--- src/sv/ablru_pkg.sv ---
// shared constants, codes and structs for the block cache tag controller
// no dependencies
package ablru_pkg;

   localparam int CACHE_SLOTS  = 16;
   localparam int SLOT_W       = $clog2(CACHE_SLOTS);
   localparam int ISS_W        = $clog2(CACHE_SLOTS + 1);
   localparam int SLOT_FIELD_W = 4;
   localparam int SECTOR_W     = 32;
   localparam int TICK_W       = 32;
   localparam int BLK_W        = 3;
   localparam int COUNT_W      = 4;

   localparam logic [1:0]          MAX_ALIGN_LOG2 = 2'd3;
   localparam logic [SECTOR_W-1:0] LBA28_LIMIT    = 32'h0FFF_FFFF;
   localparam logic [SECTOR_W-1:0] TAG_INVALID    = 32'hFFFF_FFFF;

   // result kinds
   localparam logic [1:0] KIND_HIT  = 2'd0;
   localparam logic [1:0] KIND_FILL = 2'd1;
   localparam logic [1:0] KIND_UNC  = 2'd2;
   localparam logic [1:0] KIND_ERR  = 2'd3;

   // configuration register indexes
   localparam logic CSR_ALIGN = 1'b0;
   localparam logic CSR_WIDE  = 1'b1;

   typedef struct packed {
      logic              done;
      logic              found;
      logic [SLOT_W-1:0] found_idx;
      logic [SLOT_W-1:0] min_idx;
   } scan_res_type;

   typedef struct packed {
      logic                tag_en;
      logic                age_en;
      logic [SLOT_W-1:0]   idx;
      logic [SECTOR_W-1:0] tag;
      logic [TICK_W-1:0]   age;
   } slot_wr_type;

endpackage

--- src/sv/aligned_block_cache_lru_core.sv ---
// Tag and LRU replacement controller for a 16-slot fully associative block cache.
// Requests come in on req_valid/req_stall with req_sector and req_use_cache; the
// block answers with one or more result beats on rsp_valid/rsp_stall, the final
// one flagged by rsp_last. Configuration is written through csr_we/csr_index/
// csr_wdata (index 0 alignment, index 1 wide addressing); the user must write it
// only while the block is idle, which the block itself does not enforce. Tags
// and ages sit in synchronous memories; every lookup is a scan over all 16 slots
// through the single read port. Cached hit: one beat. Cached miss: one hit scan,
// the check state, then per block of the group one scan whose update step starts
// the next scan. Uncached: one beat per block, no scan. Out-of-range sector: one
// error beat, unless a cached request hits first.
// One request is in work at a time; req_stall is high until its last beat has been
// loaded into the output register, so the next request is taken while that beat
// still waits for the receiver. A stalled receiver freezes the sequence in place.
// Synchronous reset empties all slots (per-entry valid bits, no clearing pass),
// clears the tick counter and the configuration, and drops any pending beat.
module aligned_block_cache_lru_core
   import ablru_pkg::*;
(
   input  logic                    clock,
   input  logic                    reset,
   input  logic                    csr_we,
   input  logic                    csr_index,
   input  logic [1:0]              csr_wdata,
   input  logic                    req_valid,
   output logic                    req_stall,
   input  logic [SECTOR_W-1:0]     req_sector,
   input  logic                    req_use_cache,
   output logic                    rsp_valid,
   input  logic                    rsp_stall,
   output logic [1:0]              rsp_kind,
   output logic [SECTOR_W-1:0]     rsp_block_sector,
   output logic [SLOT_FIELD_W-1:0] rsp_slot,
   output logic                    rsp_is_requested,
   output logic [SECTOR_W-1:0]     rsp_read_start,
   output logic [COUNT_W-1:0]      rsp_read_count,
   output logic                    rsp_last
);

   localparam logic [2:0] ST_IDLE  = 3'd0;
   localparam logic [2:0] ST_HSCAN = 3'd1;
   localparam logic [2:0] ST_HDEC  = 3'd2;
   localparam logic [2:0] ST_CHK   = 3'd3;
   localparam logic [2:0] ST_BSCAN = 3'd4;
   localparam logic [2:0] ST_BDEC  = 3'd5;
   localparam logic [2:0] ST_UNC   = 3'd6;
   localparam logic [2:0] ST_ERR   = 3'd7;

   logic [2:0]          state_ff, state_in;
   logic [1:0]          align_ff, align_in;
   logic                wide_ff, wide_in;
   logic [SECTOR_W-1:0] sector_ff, sector_in;
   logic                cached_ff, cached_in;
   logic [SECTOR_W-1:0] start_ff, start_in;
   logic [COUNT_W-1:0]  n_ff, n_in;
   logic [BLK_W-1:0]    b_ff, b_in;
   logic [TICK_W-1:0]   tick_ff, tick_in;

   logic                    rsp_valid_ff, rsp_valid_in;
   logic [1:0]              kind_ff, kind_in;
   logic [SECTOR_W-1:0]     blk_sec_ff, blk_sec_in;
   logic [SLOT_FIELD_W-1:0] slot_ff, slot_in;
   logic                    isreq_ff, isreq_in;
   logic [SECTOR_W-1:0]     rstart_ff, rstart_in;
   logic [COUNT_W-1:0]      rcount_ff, rcount_in;
   logic                    last_ff, last_in;

   logic                accept;
   logic                out_free;
   logic                out_load;
   logic [1:0]          eff_align;
   logic [COUNT_W-1:0]  n_req;
   logic [SECTOR_W-1:0] blk;
   logic [SECTOR_W-1:0] blk_next;
   logic                is_req;
   logic                last_blk;
   logic                range_err;
   logic [SLOT_W-1:0]   fill_idx;
   logic [TICK_W-1:0]   stamp;

   logic                scan_start;
   logic [SECTOR_W-1:0] scan_target;
   logic                rd_en;
   logic [SLOT_W-1:0]   rd_addr;
   logic [SECTOR_W-1:0] rd_tag;
   logic [TICK_W-1:0]   rd_age;
   scan_res_type        scan_res;
   slot_wr_type         wr;

   ablru_slot_mem u_mem (
      .clock   (clock),
      .reset   (reset),
      .rd_en   (rd_en),
      .rd_addr (rd_addr),
      .rd_tag  (rd_tag),
      .rd_age  (rd_age),
      .wr      (wr)
   );

   ablru_scan u_scan (
      .clock   (clock),
      .reset   (reset),
      .start   (scan_start),
      .target  (scan_target),
      .rd_en   (rd_en),
      .rd_addr (rd_addr),
      .rd_tag  (rd_tag),
      .rd_age  (rd_age),
      .res     (scan_res)
   );

   assign req_stall = (state_ff != ST_IDLE);
   assign accept    = req_valid && !req_stall;
   assign out_free  = !rsp_valid_ff || !rsp_stall;

   assign eff_align = (align_ff > MAX_ALIGN_LOG2) ? MAX_ALIGN_LOG2 : align_ff;
   assign n_req     = COUNT_W'(4'd1 << eff_align);
   assign blk       = start_ff + SECTOR_W'(b_ff);
   assign blk_next  = start_ff + SECTOR_W'(b_ff) + SECTOR_W'(1);
   assign is_req    = (blk == sector_ff);
   assign last_blk  = ({1'b0, b_ff} == (n_ff - COUNT_W'(1)));
   assign range_err = !wide_ff && (sector_ff > LBA28_LIMIT);
   // a block already present is refreshed with a pre-incremented tick
   assign fill_idx  = scan_res.found ? scan_res.found_idx : scan_res.min_idx;
   assign stamp     = scan_res.found ? (tick_ff + TICK_W'(1)) : tick_ff;

   always_comb begin
      align_in = align_ff;
      wide_in  = wide_ff;
      if (csr_we) begin
         unique case (csr_index)
            CSR_ALIGN: align_in = csr_wdata;
            CSR_WIDE:  wide_in  = csr_wdata[0];
            default:   align_in = align_ff;
         endcase
      end
   end

   always_comb begin
      state_in    = state_ff;
      sector_in   = sector_ff;
      cached_in   = cached_ff;
      start_in    = start_ff;
      n_in        = n_ff;
      b_in        = b_ff;
      tick_in     = tick_ff;
      scan_start  = 1'b0;
      scan_target = blk_next;
      wr          = '0;
      out_load    = 1'b0;
      kind_in     = kind_ff;
      blk_sec_in  = blk_sec_ff;
      slot_in     = slot_ff;
      isreq_in    = isreq_ff;
      rstart_in   = rstart_ff;
      rcount_in   = rcount_ff;
      last_in     = last_ff;

      unique case (state_ff)
         ST_IDLE: begin
            if (accept) begin
               sector_in = req_sector;
               cached_in = req_use_cache;
               n_in      = n_req;
               start_in  = req_sector & ~(SECTOR_W'(n_req) - SECTOR_W'(1));
               b_in      = '0;
               if (req_use_cache) begin
                  scan_start  = 1'b1;
                  scan_target = req_sector;
                  state_in    = ST_HSCAN;
               end else begin
                  state_in = ST_CHK;
               end
            end
         end
         ST_HSCAN: begin
            if (scan_res.done) begin
               state_in = ST_HDEC;
            end
         end
         ST_HDEC: begin
            if (!scan_res.found) begin
               state_in = ST_CHK;
            end else if (out_free) begin
               tick_in    = tick_ff + TICK_W'(1);
               wr.age_en  = 1'b1;
               wr.idx     = scan_res.found_idx;
               wr.age     = tick_ff + TICK_W'(1);
               out_load   = 1'b1;
               kind_in    = KIND_HIT;
               blk_sec_in = sector_ff;
               slot_in    = SLOT_FIELD_W'(scan_res.found_idx);
               isreq_in   = 1'b1;
               rstart_in  = '0;
               rcount_in  = '0;
               last_in    = 1'b1;
               state_in   = ST_IDLE;
            end
         end
         ST_CHK: begin
            priority if (range_err) begin
               state_in = ST_ERR;
            end else if (cached_ff) begin
               scan_start  = 1'b1;
               scan_target = start_ff;
               state_in    = ST_BSCAN;
            end else begin
               state_in = ST_UNC;
            end
         end
         ST_BSCAN: begin
            if (scan_res.done) begin
               state_in = ST_BDEC;
            end
         end
         ST_BDEC: begin
            if (out_free) begin
               wr.tag_en  = 1'b1;
               wr.age_en  = 1'b1;
               wr.idx     = fill_idx;
               wr.tag     = blk;
               wr.age     = stamp;
               out_load   = 1'b1;
               kind_in    = KIND_FILL;
               blk_sec_in = blk;
               slot_in    = SLOT_FIELD_W'(fill_idx);
               isreq_in   = is_req;
               rstart_in  = start_ff;
               rcount_in  = n_ff;
               last_in    = last_blk;
               if (last_blk) begin
                  // group done: one more tick for the whole fill
                  tick_in  = stamp + TICK_W'(1);
                  state_in = ST_IDLE;
               end else begin
                  tick_in    = stamp;
                  b_in       = b_ff + BLK_W'(1);
                  scan_start = 1'b1;
                  state_in   = ST_BSCAN;
               end
            end
         end
         ST_UNC: begin
            if (out_free) begin
               out_load   = 1'b1;
               kind_in    = KIND_UNC;
               blk_sec_in = blk;
               slot_in    = '0;
               isreq_in   = is_req;
               rstart_in  = start_ff;
               rcount_in  = n_ff;
               last_in    = last_blk;
               if (last_blk) begin
                  state_in = ST_IDLE;
               end else begin
                  b_in = b_ff + BLK_W'(1);
               end
            end
         end
         ST_ERR: begin
            if (out_free) begin
               out_load   = 1'b1;
               kind_in    = KIND_ERR;
               blk_sec_in = sector_ff;
               slot_in    = '0;
               isreq_in   = 1'b1;
               rstart_in  = '0;
               rcount_in  = '0;
               last_in    = 1'b1;
               state_in   = ST_IDLE;
            end
         end
         default: state_in = ST_IDLE;
      endcase

      priority if (out_load) begin
         rsp_valid_in = 1'b1;
      end else if (!rsp_stall) begin
         rsp_valid_in = 1'b0;
      end else begin
         rsp_valid_in = rsp_valid_ff;
      end
   end

   always_ff @(posedge clock) begin
      if (reset) begin
         state_ff     <= ST_IDLE;
         align_ff     <= '0;
         wide_ff      <= 1'b0;
         tick_ff      <= '0;
         rsp_valid_ff <= 1'b0;
      end else begin
         state_ff     <= state_in;
         align_ff     <= align_in;
         wide_ff      <= wide_in;
         tick_ff      <= tick_in;
         rsp_valid_ff <= rsp_valid_in;
      end
   end

   always_ff @(posedge clock) begin
      sector_ff  <= sector_in;
      cached_ff  <= cached_in;
      start_ff   <= start_in;
      n_ff       <= n_in;
      b_ff       <= b_in;
      kind_ff    <= kind_in;
      blk_sec_ff <= blk_sec_in;
      slot_ff    <= slot_in;
      isreq_ff   <= isreq_in;
      rstart_ff  <= rstart_in;
      rcount_ff  <= rcount_in;
      last_ff    <= last_in;
   end

   assign rsp_valid        = rsp_valid_ff;
   assign rsp_kind         = kind_ff;
   assign rsp_block_sector = blk_sec_ff;
   assign rsp_slot         = slot_ff;
   assign rsp_is_requested = isreq_ff;
   assign rsp_read_start   = rstart_ff;
   assign rsp_read_count   = rcount_ff;
   assign rsp_last         = last_ff;

endmodule

--- src/sv/ablru_slot_mem.sv ---
// tag and age memories, one read port with registered data, one write port
// per-entry valid bits give the reset values of never-written entries; uses ablru_pkg
module ablru_slot_mem
   import ablru_pkg::*;
(
   input  logic                clock,
   input  logic                reset,
   input  logic                rd_en,
   input  logic [SLOT_W-1:0]   rd_addr,
   output logic [SECTOR_W-1:0] rd_tag,
   output logic [TICK_W-1:0]   rd_age,
   input  slot_wr_type         wr
);

   logic [SECTOR_W-1:0]    tag_mem [CACHE_SLOTS];
   logic [TICK_W-1:0]      age_mem [CACHE_SLOTS];
   logic [CACHE_SLOTS-1:0] valid_ff;
   logic [CACHE_SLOTS-1:0] valid_in;
   logic [SECTOR_W-1:0]    rd_tag_ff;
   logic [TICK_W-1:0]      rd_age_ff;
   logic                   rd_vld_ff;

   always_comb begin
      valid_in = valid_ff;
      if (wr.tag_en || wr.age_en) begin
         valid_in[wr.idx] = 1'b1;
      end
   end

   always_ff @(posedge clock) begin
      if (reset) begin
         valid_ff <= '0;
      end else begin
         valid_ff <= valid_in;
      end
   end

   always_ff @(posedge clock) begin
      if (wr.tag_en) begin
         tag_mem[wr.idx] <= wr.tag;
      end
      if (wr.age_en) begin
         age_mem[wr.idx] <= wr.age;
      end
   end

   always_ff @(posedge clock) begin
      if (rd_en) begin
         rd_tag_ff <= tag_mem[rd_addr];
         rd_age_ff <= age_mem[rd_addr];
         rd_vld_ff <= valid_ff[rd_addr];
      end
   end

   // unwritten entries read as invalid tag and zero age
   assign rd_tag = rd_vld_ff ? rd_tag_ff : TAG_INVALID;
   assign rd_age = rd_vld_ff ? rd_age_ff : '0;

endmodule

--- src/sv/ablru_scan.sv ---
// sequential scan over all slots: first tag match and first slot of least age
// drives the memory read port; uses ablru_pkg
module ablru_scan
   import ablru_pkg::*;
(
   input  logic                clock,
   input  logic                reset,
   input  logic                start,
   input  logic [SECTOR_W-1:0] target,
   output logic                rd_en,
   output logic [SLOT_W-1:0]   rd_addr,
   input  logic [SECTOR_W-1:0] rd_tag,
   input  logic [TICK_W-1:0]   rd_age,
   output scan_res_type        res
);

   logic                busy_ff, busy_in;
   logic [ISS_W-1:0]    iss_ff, iss_in;
   logic                dv_ff, dv_in;
   logic [SLOT_W-1:0]   didx_ff, didx_in;
   logic                done_ff, done_in;
   logic [SECTOR_W-1:0] target_ff, target_in;
   logic                found_ff, found_in;
   logic [SLOT_W-1:0]   fidx_ff, fidx_in;
   logic [SLOT_W-1:0]   midx_ff, midx_in;
   logic [TICK_W-1:0]   min_age_ff, min_age_in;
   logic                hit;

   assign rd_en   = busy_ff && (iss_ff < ISS_W'(CACHE_SLOTS));
   assign rd_addr = iss_ff[SLOT_W-1:0];
   // the all-ones tag marks an empty slot and never matches
   assign hit     = (rd_tag == target_ff) && (target_ff != TAG_INVALID);

   always_comb begin
      busy_in    = busy_ff;
      iss_in     = iss_ff;
      dv_in      = rd_en;
      didx_in    = rd_addr;
      done_in    = dv_ff && (didx_ff == SLOT_W'(CACHE_SLOTS - 1));
      target_in  = target_ff;
      found_in   = found_ff;
      fidx_in    = fidx_ff;
      midx_in    = midx_ff;
      min_age_in = min_age_ff;
      if (dv_ff) begin
         if (!found_ff && hit) begin
            found_in = 1'b1;
            fidx_in  = didx_ff;
         end
         if ((didx_ff == '0) || (rd_age < min_age_ff)) begin
            midx_in    = didx_ff;
            min_age_in = rd_age;
         end
      end
      if (rd_en) begin
         iss_in = iss_ff + ISS_W'(1);
      end
      if (done_in) begin
         busy_in = 1'b0;
      end
      if (start) begin
         busy_in   = 1'b1;
         iss_in    = '0;
         target_in = target;
         found_in  = 1'b0;
      end
   end

   always_ff @(posedge clock) begin
      if (reset) begin
         busy_ff <= 1'b0;
         dv_ff   <= 1'b0;
         done_ff <= 1'b0;
         iss_ff  <= '0;
      end else begin
         busy_ff <= busy_in;
         dv_ff   <= dv_in;
         done_ff <= done_in;
         iss_ff  <= iss_in;
      end
   end

   always_ff @(posedge clock) begin
      didx_ff    <= didx_in;
      target_ff  <= target_in;
      found_ff   <= found_in;
      fidx_ff    <= fidx_in;
      midx_ff    <= midx_in;
      min_age_ff <= min_age_in;
   end

   assign res.done      = done_ff;
   assign res.found     = found_ff;
   assign res.found_idx = fidx_ff;
   assign res.min_idx   = midx_ff;

endmodule

--- config.mk ---
export PLATFORM = sky130hd
export DESIGN_NAME = aligned_block_cache_lru_core
export DESIGN_NICKNAME = d
export VERILOG_FILES = /design/src/sv/ablru_pkg.sv /design/src/sv/aligned_block_cache_lru_core.sv /design/src/sv/ablru_slot_mem.sv /design/src/sv/ablru_scan.sv
export SDC_FILE = /design/constraint.sdc
export NUM_CORES = 2
export LEC_CHECK = 0
export BUFFER_PORTS_ARGS = -buffer_cell sky130_fd_sc_hd__buf_2
export CORE_MARGIN = 2
export CORE_UTILIZATION = 55
export CTS_CLUSTER_DIAMETER = 40
export DETAILED_ROUTE_END_ITERATION = 6
export GPL_TIMING_DRIVEN = 1
export MAX_ROUTING_LAYER = met4
export PLACE_DENSITY = 0.71
export REMOVE_ABC_BUFFERS = 1
export SKIP_LAST_GASP = 1
export SYNTH_ARGS = -nofsm -noshare
export SYNTH_HDL_FRONTEND = slang
export SYNTH_SLANG_ARGS = --single-unit
--- constraint.sdc ---
create_clock -name clock -period 9.2 [get_ports clock]
set_input_delay 1.84 -clock clock [delete_from_list [all_inputs] [get_ports clock]]
set_output_delay 1.84 -clock clock [all_outputs]
set_load 0.02 [all_outputs]
==> metrics <==
CP startpoint state_ff[0]; total leakage power 0.0198 uW; fin crit period 5.25 ns; Die Width 329 um; FP Rows 119; Starting DRT DRC Count 4830; die height 329 um; Total GRT Usage 27.9%; number of global-route vias before repair 32.0k; clock buffer depth 3; Worst Reg-to-Reg Cells 10; total I/O pin count 119; Reg power frac 46.9%; Layout Cell Area excl Fill 65800 um2; distinct cell type count after synthesis 94; CORE AREA 105000 um2; Post-synth ARST share 0%; final-stage net count 3652; Hold Crit Start u_mem.valid_ff[15]; synth top area cells edfxtp_1 (68%), mux4_2 (13%), dfxtp_1 (2.3%); antenna viol nets, final 0; most numerous cell in the Yosys netlist edfxtp_1; Reg clk slew, reported paths 0.06 ns; initial antenna violation count 14; Post-synth top cells edfxtp_1 (1309), mux4_2 (325), nor2_1 (199), clkbuf_1 (152), nand2_1 (152); Finished Core Util 62.7%; Clock Latency Late Sink 0.78 ns; Register Area 40700 um2; R2R Setup Slk 3.95 ns; DRC Markers 0; Max Slew Vio Count 0; Final Non-Filler Cells 5095; top cell type's share of synthesized area 67.7%; Data arrival, critical path 5.61 ns; Max Fclk 191 MHz; DP Cell Count 4800; vias per inst 6.49; Die ar. 108000 um2; RSZ-0062 raised after global routing false; Post-synth EDFFs 1309; Power Dens Cells 246 nW/um2; total number of vias 33.1k; leading registers by flop count u_mem.age_mem (512), u_mem.tag_mem (512); critical-path cell list nor2b_1 > and2_1 > buf_4 > nand2_4 > buf_4 > a21oi_1 > a22oi_1 > or2_2 > or2_2 > nor2_4; Seq/Total Area, Yosys 70.1%; gpl congestion 0.991; switching share of power 26.4%; final setup fails 0; cell area after placement 60500 um2; first-pass GRT wire length 214 mm; Comb pwr share 14.4%; synthesized cell area 58000 um2; htree depth 4; Congestion Overflow GR 0; Detailed Place HPWL 88.1 mm; run status completed; share of layout cells above drive strength 1 23.4%; Clock Root Buffer clkbuf_16; Max-slew headroom 9.89%; Synth Register Bits 1377; hold-fix buffers at CTS 0; area leader, netlist edfxtp_1; worst min path class flip-flop to flip-flop; warnings from Yosys 0; Slowest Stage Delay on Critical Path 0.84 ns; Critical R2R Launch state_ff[0]; synthesis-to-layout area growth 13.4%; Post-CTS Resized 0; Routed WL 145 mm; CTS Sinks 1377; Slowest-stage cell, CP nor2_4; Synth Area per Inst 17.0 um2; post-route clock skew 0.0403 ns; WL/cell 28.5 um; Cells after Synth 3410; WP data required 9.56 ns; largest net degree at the start of global routing 147; Clk pwr share 38.7%; Critical Path Sink Type flip-flop; fillers 7270; Hold Crit Depth 2; crit path launch type flip-flop; Post-CTS Setup Bufs 0; setup tns final 0 ns; internal power 11900 uW; Crit Path Category flip-flop to flip-flop; CTS tree yes; net switching power 4270 uW; 1st-pass router iterations 6; final hold violations 0; crit share post-route 57.0%; IO Port Bufs 118; CTS buffer count 157; Peak VDD IR 263 uV; top_reg_cell synth edfxtp_1; Min Hold Slack 0.460 ns; Worst Hold End u_mem.valid_ff[15]; initial core utilization 55.3%; footprint of the multi-input gates 16500 um2; r2r endpoint u_mem.tag_mem[15][13]; worst slew pin tran 1.35 ns; Max Cap Violations 0; CP max FO 37
-- per-layer routing --
layer  track usage (%)  vias up  wire length (um)
met5                 -        -                 0
met4              6.13        0              2710
met2              40.7     1868             67000
met1              41.7    17000             60900
li1                  -    14000                 -
met3              5.02      218             14300
-- layout make-up --
type                    count  area share [%]
flip-flops and latches   1377            61.8
multi-input cells        1735            25.1
clock buffers             194            6.34
well taps                1391            2.64
repair buffers            206            1.94
clock inverters            94            1.65
inverters                  92           0.525
diodes                      6          0.0228
-- stage by stage --
step	power, uW	setup WS [ns]
floorplan	9380	-2.88
global placement	9960	3.39
detailed placement	9990	3.26
CTS	16200	3.98
global route	16700	3.59
finish	16200	3.95
-- worst max path at each step --
stage,to,slack (ns),cells after the start
after floorplan,u_mem.rd_age_ff[0],-2.88,2
after global placement,u_mem.tag_mem[15][7],3.39,10
after detailed placement,u_mem.tag_mem[15][27],3.26,10
after CTS,u_mem.tag_mem[15][11],3.98,10
after global routing,u_mem.tag_mem[15][12],3.59,10
final,u_mem.tag_mem[15][13],3.95,10
-- placed cells by master, fill, tap and decap left out, types with 37 or more instances in the layout --
| cell | instances |
|---|---|
| a21oi_1 | 91 |
| and2_1 | 78 |
| and3_1 | 57 |
| buf_2 | 118 |
| buf_4 | 86 |
| clkbuf_16 | 161 |
| dfxtp_1 | 63 |
| edfxtp_1 | 1309 |
| ha_1 | 41 |
| inv_1 | 89 |
| mux4_2 | 325 |
| nand2_1 | 150 |
| nand3_1 | 48 |
| nand4_1 | 37 |
| nor2_1 | 181 |
| nor3_1 | 46 |
| o21ai_0 | 122 |
| xnor2_1 | 92 |
| xor2_1 | 54 |
-- kinds of logic (layout without fill, tap and decap cells) --
logic type	Yosys count	count (layout)	synth area share, %
simple gates	778	778	7.14
buf+inv	298	586	2.02
mux	337	337	12.8
fa+ha+maj	42	42	0.918
compound gates	431	431	4.80
other cells	0	6	0
xor+xnor	147	147	2.22
flops	1377	1377	70.1
-- power groups by stage --
stage	clock network [uW]	logic (uW)	registers [uW]
2_1_floorplan	0	1560	7820
3_3_place_gp	0	2260	7690
3_5_place_dp	0	2290	7700
4_1_cts	6330	2310	7580
5_1_grt	6590	2490	7620
6_report	6260	2320	7590
-- critical path, delay by kind of cell, from the launching register on --
kind | cells | cell delay (ns)
flip-flops | 1 | 0.71
AO/OA/AOI/OAI | 2 | 0.82
buffers and inverters | 2 | 0.77
AND/OR/NAND/NOR | 6 | 2.46
(Power assumes the default switching activity.)
